==> config.mk <==
export PLATFORM = sky130hd
export DESIGN_NAME = sorted_value_list_core
export DESIGN_NICKNAME = d
export VERILOG_FILES = /design/src/svl_pkg.sv /design/src/svl_cell.sv /design/src/sorted_value_list_core.sv
export SDC_FILE = /design/constraint.sdc
export NUM_CORES = 2
export LEC_CHECK = 0
export BUFFER_PORTS_ARGS = -buffer_cell sky130_fd_sc_hd__buf_4
export CAP_MARGIN = 0
export CORE_MARGIN = 3
export CORE_UTILIZATION = 58
export DETAILED_ROUTE_END_ITERATION = 10
export PLACE_DENSITY_LB_ADDON = 0.05
export RECOVER_POWER = 100
export SLEW_MARGIN = 5
export SYNTH_ARGS = -nofsm -noshare
export SYNTH_HDL_FRONTEND = slang
export SYNTH_SLANG_ARGS = --single-unit
==> constraint.sdc <==
create_clock -name i_clk -period 5.25 [get_ports i_clk]
set_clock_uncertainty 0.05 [all_clocks]
set_input_delay 0.7875 -clock i_clk [delete_from_list [all_inputs] [get_ports i_clk]]
set_output_delay 0.7875 -clock i_clk [all_outputs]
set_load 0.01 [all_outputs]
==> src/svl_pkg.sv <==
package svl_pkg;

    // Widths fixed by the item fields.
    localparam int VALUE_W  = 32;
    localparam int STATUS_W = 2;
    localparam int COUNT_W  = 5;

    // Default number of cells in the chain.
    localparam int DEPTH_DEF = 16;

    // Operation codes.
    localparam logic MODE_INSERT = 1'b0;
    localparam logic MODE_DELETE = 1'b1;

    // Result status codes.
    localparam logic [STATUS_W-1:0] ST_DONE   = 2'd0;
    localparam logic [STATUS_W-1:0] ST_FULL   = 2'd1;
    localparam logic [STATUS_W-1:0] ST_ABSENT = 2'd2;

    // Command broadcast to every cell of the chain.
    typedef struct packed {
        logic                      write;
        logic                      mode;
        logic signed [VALUE_W-1:0] value;
    } t_cell_ctl;

endpackage

==> src/svl_cell.sv <==
module svl_cell (
    input  logic                               i_clk,
    input  svl_pkg::t_cell_ctl                 i_ctl,
    input  logic                               i_occupied,
    input  logic                               i_prev_lt,
    input  logic signed [svl_pkg::VALUE_W-1:0] i_prev_value,
    input  logic signed [svl_pkg::VALUE_W-1:0] i_next_value,
    output logic                               o_lt,
    output logic                               o_eq,
    output logic signed [svl_pkg::VALUE_W-1:0] o_value
);

    logic signed [svl_pkg::VALUE_W-1:0] r_value;
    logic signed [svl_pkg::VALUE_W-1:0] n_value;

    // Compare the held value against the broadcast value.
    assign o_lt    = i_occupied && (r_value < i_ctl.value);
    assign o_eq    = i_occupied && (r_value == i_ctl.value);
    assign o_value = r_value;

    // Cells at or after the boundary shift: right on insert, left on delete.
    // The first cell at the boundary takes the new value on insert.
    always_comb begin
        n_value = r_value;
        if (i_ctl.write && !o_lt) begin
            if (i_ctl.mode == svl_pkg::MODE_INSERT) begin
                n_value = i_prev_lt ? i_ctl.value : i_prev_value;
            end else begin
                n_value = i_next_value;
            end
        end
    end

    always_ff @(posedge i_clk) begin
        r_value <= n_value;
    end

endmodule

==> src/sorted_value_list_core.sv <==
// Channel  | Direction | Handshake                 | Payload
// ---------+-----------+---------------------------+--------------------------------------
// in       | input     | i_in_valid / o_in_stall   | i_mode, i_item_value
// out      | output    | o_out_valid / i_out_stall | o_status, o_entry_count,
//          |           |                           | o_smallest_value
//
// Each transfer is processed by the chain of cells, one item per cycle while the input is not stalled.
// The result appears in the output register in the cycle after the input transfer.
// A new item is taken while the previous result is being transferred out.
// The input stalls only while a result waits in the output register under stall.
// Synchronous active-low reset empties the list; cell contents are not cleared.
module sorted_value_list_core #(
    parameter int DEPTH = svl_pkg::DEPTH_DEF
) (
    input  logic                                i_clk,
    input  logic                                i_rst_n,
    input  logic                                i_in_valid,
    output logic                                o_in_stall,
    input  logic                                i_mode,
    input  logic signed [svl_pkg::VALUE_W-1:0]  i_item_value,
    output logic                                o_out_valid,
    input  logic                                i_out_stall,
    output logic [svl_pkg::STATUS_W-1:0]        o_status,
    output logic [svl_pkg::COUNT_W-1:0]         o_entry_count,
    output logic signed [svl_pkg::VALUE_W-1:0]  o_smallest_value
);

    localparam int CW = $clog2(DEPTH + 1);

    logic [CW-1:0]                      r_count;
    logic [CW-1:0]                      n_count;
    logic                               r_out_valid;
    logic [svl_pkg::STATUS_W-1:0]       r_status;
    logic [svl_pkg::STATUS_W-1:0]       n_status;
    logic                               accept;
    logic                               full;
    logic                               found;
    svl_pkg::t_cell_ctl                 ctl;
    logic [DEPTH-1:0]                   cell_lt;
    logic [DEPTH-1:0]                   cell_eq;
    logic [DEPTH-1:0]                   cell_occ;
    logic signed [svl_pkg::VALUE_W-1:0] cell_value [DEPTH];

    // Input is held back only while a result is stuck in the output register.
    assign o_in_stall = r_out_valid && i_out_stall;
    assign accept     = i_in_valid && !o_in_stall;

    assign full  = (r_count == CW'(DEPTH));
    assign found = |cell_eq;

    // Command for the chain; a rejected insert or a missed delete writes nothing.
    always_comb begin
        ctl.mode  = i_mode;
        ctl.value = i_item_value;
        ctl.write = accept && ((i_mode == svl_pkg::MODE_INSERT) ? !full : found);
    end

    // Chain of cells, each linked to both neighbours.
    for (genvar k = 0; k < DEPTH; k++) begin : g_cell
        logic                               prev_lt;
        logic signed [svl_pkg::VALUE_W-1:0] prev_value;
        logic signed [svl_pkg::VALUE_W-1:0] next_value;

        assign cell_occ[k] = (CW'(k) < r_count);

        if (k == 0) begin : g_head
            // The head has no predecessor, so the boundary may start here.
            assign prev_lt    = 1'b1;
            assign prev_value = cell_value[k];
        end else begin : g_body
            assign prev_lt    = cell_lt[k-1];
            assign prev_value = cell_value[k-1];
        end

        if (k == DEPTH - 1) begin : g_tail
            assign next_value = cell_value[k];
        end else begin : g_inner
            assign next_value = cell_value[k+1];
        end

        svl_cell u_cell (
            .i_clk        (i_clk),
            .i_ctl        (ctl),
            .i_occupied   (cell_occ[k]),
            .i_prev_lt    (prev_lt),
            .i_prev_value (prev_value),
            .i_next_value (next_value),
            .o_lt         (cell_lt[k]),
            .o_eq         (cell_eq[k]),
            .o_value      (cell_value[k])
        );
    end

    // Next entry count and status of the item being taken.
    always_comb begin
        n_count  = r_count;
        n_status = svl_pkg::ST_DONE;
        if (i_mode == svl_pkg::MODE_INSERT) begin
            if (full) begin
                n_status = svl_pkg::ST_FULL;
            end else begin
                n_count = r_count + CW'(1);
            end
        end else begin
            if (found) begin
                n_count = r_count - CW'(1);
            end else begin
                n_status = svl_pkg::ST_ABSENT;
            end
        end
    end

    // Entry count and output register.
    always_ff @(posedge i_clk) begin
        if (!i_rst_n) begin
            r_count     <= '0;
            r_out_valid <= 1'b0;
        end else begin
            if (accept) begin
                r_count     <= n_count;
                r_out_valid <= 1'b1;
            end else if (!i_out_stall) begin
                r_out_valid <= 1'b0;
            end
        end
    end

    always_ff @(posedge i_clk) begin
        if (accept) begin
            r_status <= n_status;
        end
    end

    // The chain only moves on an input transfer, so the head is stable while a
    // result is held.
    assign o_out_valid      = r_out_valid;
    assign o_status         = r_status;
    assign o_entry_count    = svl_pkg::COUNT_W'(r_count);
    assign o_smallest_value = (r_count != '0) ? cell_value[0] : '0;

    // The count never exceeds the number of cells.
    a_count_bound: assert property (@(posedge i_clk) disable iff (!i_rst_n)
        r_count <= CW'(DEPTH))
        else $error("entry count above depth");

    // A rejected insert leaves the count unchanged.
    a_full_keeps: assert property (@(posedge i_clk) disable iff (!i_rst_n)
        accept && i_mode == svl_pkg::MODE_INSERT && full |=> r_count == $past(r_count))
        else $error("rejected insert changed the count");

    // A successful insert grows the list by one.
    a_insert_grows: assert property (@(posedge i_clk) disable iff (!i_rst_n)
        accept && i_mode == svl_pkg::MODE_INSERT && !full
        |=> r_count == $past(r_count) + CW'(1))
        else $error("insert did not grow the list");

    // While the output is stalled, no new item enters the chain.
    a_stall_holds: assert property (@(posedge i_clk) disable iff (!i_rst_n)
        r_out_valid && i_out_stall |-> !accept)
        else $error("item taken over a held result");

endmodule

# Word-level counts from Yosys, hierarchy flattened
# Index checks and enable logic that the tools add are counted.
# word_totals
output_inout_bits	41
regBits	520
input_bits	37
elab_cells	187
# classes
n_reduce_logical	73
n_mux	40
bitwise_logic	1
n_lt_le_gt_ge	32
add_sub_neg	2
n_eq_ne	20
# ops
cell	count
32-bit 2-to-1 mux	31
32-bit equality test	16
32-bit less-than comparator	16
1-bit logical AND	51
4-bit by 5-bit less-than comparator with 1-bit output (first input constant)	8
3-bit by 5-bit less-than comparator with 1-bit output (first input constant)	4
1-bit logical NOT	18
16-bit OR reduction	1
5-bit 2-to-1 mux	3
1-bit by 5-bit less-than comparator with 1-bit output (first input constant)	2
2-bit by 5-bit less-than comparator with 1-bit output (first input constant)	2
5-bit by 1-bit adder with 5-bit output (second input constant)	1
5-bit equality test (second input constant)	1
5-bit nonzero test	1
5-bit by 1-bit subtractor with 5-bit output (second input constant)	1
1-bit 2-to-1 mux	4
2-bit 2-to-1 mux	2
2-bit by 1-bit inequality test with 1-bit output (second input constant)	2
3-bit AND reduction	1
2-bit inequality test (second input constant)	1
2-bit AND reduction	1
1-bit NOT	1

# Logic depth before layout (Yosys ltp)
# depth
word_depth	7
depth_mapped	13
mapped_depth_nobuf	10

# Modules after synthesis
# From an unflattened synthesis, not the netlist that was laid out.
# unflattened
cells_unflattened	4218
hier_area_um2	40501.3
# modules_own_cells
mod	n_inst	area_per_inst_um2	seq_area_each_um2	cells_per_inst
svl_cell	16	2473.6	960.9	256
sorted_value_list_core	1	923.4	180.2	122

# Worst setup path after synthesis
# OpenSTA, ideal clock, no wires.
# synth_timing
kind	input port to flip-flop
startpoint	input port i_item_value[31] (netlist name)
endpoint	register g_cell[0].u_cell.r_value, in the netlist g_cell[0].u_cell.o_value[0], enable pin
setup_time_ps	421
slack_ps	-58
required_ps	4779
arrival_time_ps	4837
path_stages	12
path_buffers	3
path_cell_list	clkbuf_1 > inv_1 > ha_1 > nand4_1 > or4_1 > or4_1 > nand4_1 > nor4_1 > a21o_1 > buf_2 > buf_2 > nor2_1
# synth_via
elab_chain_cells	6
elab_cells_between_ends	39
cone_classes	1 x order compare; 16 x eq/ne; 1 x mux; 21 x reduce/logical
# synth_rtl
item	line_no	source
start, declared	sorted_value_list_core.sv:20	input logic signed [svl_pkg::VALUE_W-1:0] i_item_value,
branches (longest 5 deep; another with 32-bit less-than comparator)	--	
1-bit logical AND *	svl_cell.sv:25	if (i_ctl.write && !o_lt) begin
end signal, assigned	svl_cell.sv:35	r_value <= n_value;
end, declared	svl_cell.sv:13	logic signed [svl_pkg::VALUE_W-1:0] r_value;
# Mark *: on every way between the ends.
# A chain may end at the register's enable or synchronous reset.

# Final worst setup path
# layout_timing
startpoint	input port i_mode
endpoint	register g_cell[13].u_cell.r_value, in the netlist g_cell[13].u_cell.o_value[16] (data pin)
# layout_via
elab_chain_cells	1
# layout_rtl
item	line_no	source
start, declared	sorted_value_list_core.sv:19	input logic i_mode,
32-bit 2-to-1 mux	svl_cell.sv:26	if (i_ctl.mode == svl_pkg::MODE_INSERT) begin
end signal, assigned	svl_cell.sv:35	
end, declared	svl_cell.sv:13	
# No other way between the ends.

==> flow_summary.yaml <==
outcome:
  status: "complete, but fails checks"
  failed_checks: "max-capacitance violations, max-slew violations"
critical_path:
  crit_arrival_ns: 5.13
  worst-path-max-fanout: 149
  end_kind: "flop"
  r2r_start: "g_cell[1].u_cell.o_value[31]"
  crit_start: "i_mode"
  start_kind: "input pin"
  r2r_end: "g_cell[4].u_cell.o_value[21]"
  cp.required_ns: 5.58
  r2r_slack_ns: 0.91
  crit_type: "in -> reg"
  reg2regPathDepth: 10
  critPathCapture: "g_cell[13].u_cell.o_value[16]"
timing:
  finalCriticalPeriod_ns: 4.800
  post-route-period-util: 0.9144
  slew_violations: 417
  max_freq_mhz: 208.3
  hold_viol_final: 0
  finalSetupViolCount: 0
  relSlewSlack: -1.230
  rsz0062_at_grt: "false"
  tightest_slew_ns: 3.345
pwr:
  total_power_mw: 11.96
  p_leak_nw: 16.13
  ir_worst_vdd_v: 0.0002810
  power_density_mw_per_mm2: 288.6
clock_tree:
  cts-hold-fix-buffers: 0
  cts_tree: "yes"
  cts_sinks: 520
  clk_pin_slew_ns: 0.07
  post_cts_resized: 0
  clk_path_buf_depth: 3
  cts_setup_buffers: 0
  clk_latency_ns: 0.65
  root_buffer: "clkbuf_16"
  htreeDepth: 2
  cts_buffers: 60
grt:
  grt_first_pass_wirelength_um: 183800
  grt_overflow: 0
  grt_usage: 0.3510
  grt_max_degree: 208
  grt_pass1_vias: 30990
  antenna_found_initial: 0
placed_design:
  place_hpwl_um: 91140
  gp_congestion: 0.9749
  dp.cells: 4339
  port_buffers: 77
  dpl_cell_area_mm2: 0.03990
finish:
  final_area_mm2: 0.04144
  layout_common_cells: "ha_1 (516), edfxtp_1 (514), a21oi_1 (489)"
  layout-drive-gt1-share: 0.08546
  finalNonFillerCells: 4451
  layout_commonest_cell: "ha_1"
  final_util: 0.6510
  syn_to_final_growth_pct: 9.843
  layout.nets: 4108
floorplanning:
  dieArea_mm2: 0.06814
  fp.dieH_um: 261.0
  coreArea_mm2: 0.06366
  fp.dieW_um: 261.0
  io_pins: 78
  initial_core_util: 0.5927
  rows: 92
yosys:
  yosys-top-cells-area: "edfxtp_1 (41%), ha_1 (17%), a21oi_1 (6.5%)"
  yosys.area.top_type: "edfxtp_1"
  async_reset_ff_frac: 0
  syn_area_per_cell_um2: 10.70
  mappedNetlistArea_mm2: 0.03773
  synth_edf_count: 514
  synth_fp_nets: 4080
  synth_cells: 3527
  synth_seq_cells: 520
  synth_cell_type_count: 64
  yosys.area.top_type_share: 0.4091
  ys_seq_area_frac: 0.4123
  ys.flop_type: "edfxtp_1"
  yosysWarningCount: 0
job:
  drv_cap: 4
routing:
  dr_total_vias: 31240
  drtAntennaViolNets: 0
  wl_per_cell_um: 27.31
  drtIter0Drc: 3309
  dr.pass1.iters: 6
  drt-vias-per-instance: 7.019
  drcViolationCount: 0
  wirelength_um: 121600
hold_path:
  hold_path_class: "in -> reg"
Yosys cell counts (13+ instances only):
master and number:
nand2b_1 111, a21oi_1 489, o211ai_1 14, nor3b_1 156, nor4_1 24, ha_1 516, o21a_1 13, nand3_1 46
nand4_1 121, buf_2 27, a311oi_1 63, clkbuf_1 164, a2bb2oi_1 95, buf_1 30, nand2_1 94, nor3_1 52
mux2_2 63, edfxtp_1 514, a221o_1 192, a21o_1 95, nor2_1 149, o21ai_0 72, a211oi_1 20, mux2i_1 101
nor2b_1 60, inv_1 122
sequential cells by signal, indices dropped and copies added, names as in the netlist:
register	flops
g_cell.u_cell.o_value	512
o_entry_count	5
o_out_valid	1
o_status	2
worst min-delay path by stage:
stage / from / to / slack [ns] / cells after the start
6_report: i_in_valid / o_out_valid / 0.31 / 2
5_1_grt: i_in_valid / o_out_valid / 0.30 / 2
4_1_cts: i_in_valid / o_out_valid / 0.29 / 2
3_5_place_dp: g_cell[1].u_cell.o_value[0] / g_cell[0].u_cell.o_value[0] / 0.50 / 1
3_3_place_gp: g_cell[1].u_cell.o_value[0] / g_cell[0].u_cell.o_value[0] / 0.51 / 1
2_1_floorplan: g_cell[1].u_cell.o_value[0] / g_cell[0].u_cell.o_value[0] / 0.47 / 1
final cells by class:
cell class / count / area, um2
well taps: 846 / 1059
fillers: 4999 / 22220
inverters: 122 / 465.4
repair buffers: 190 / 1406
flip-flops and latches: 520 / 15550
clock buffers: 75 / 1579
clock inverters: 36 / 421.7
multi-input cells: 2661 / 20950
diodes: 1 / 2.502
worst max-delay path: stages:
cell and delay [ns]:
buf_8 0.23, clkbuf_2 2.28, nor2_1 1.04, a221o_1 0.60
logic make-up (layout without fill, tap and decap cells):
kind of cell	after synthesis	after routing	synth area share
AOI/OAI and AO/OA	1120	1120	0.2051
xor gates and xnor gates	1	1	0.0002322
adders and majority gates	516	516	0.1711
buffers and inverters	346	423	0.03562
DFF	520	520	0.4123
muxes	164	164	0.04560
other	0	1	0
and+or+nand+nor	860	860	0.1300
routing by layer:
layer,global-route usage,vias to the layer above,routed length [um]
met3,0.05174,346,8518
met2,0.5822,1422,57620
met1,0.4486,15370,48380
met5,0,-,0
li1,-,14110,-
met4,0.1806,0,7063
where the power goes:
part	internal (mW)	leakage, nW	switching (mW)
combinational	0.940	10.3	1.44
clock	2.60	0.971	1.83
sequential	4.92	4.82	0.231
metrics by stage:
step	TNS, ns	worst slack (ns)	hold WS [ns]
after floorplan	-18.47	-0.05772	0.4747
after global placement	0	0.4121	0.5060
after detailed placement	0	0.3074	0.5030
after CTS	0	0.9525	0.2947
after global routing	0	0.3726	0.3008
final	0	0.4496	0.3112
Power figures use the tool's default switching activity.
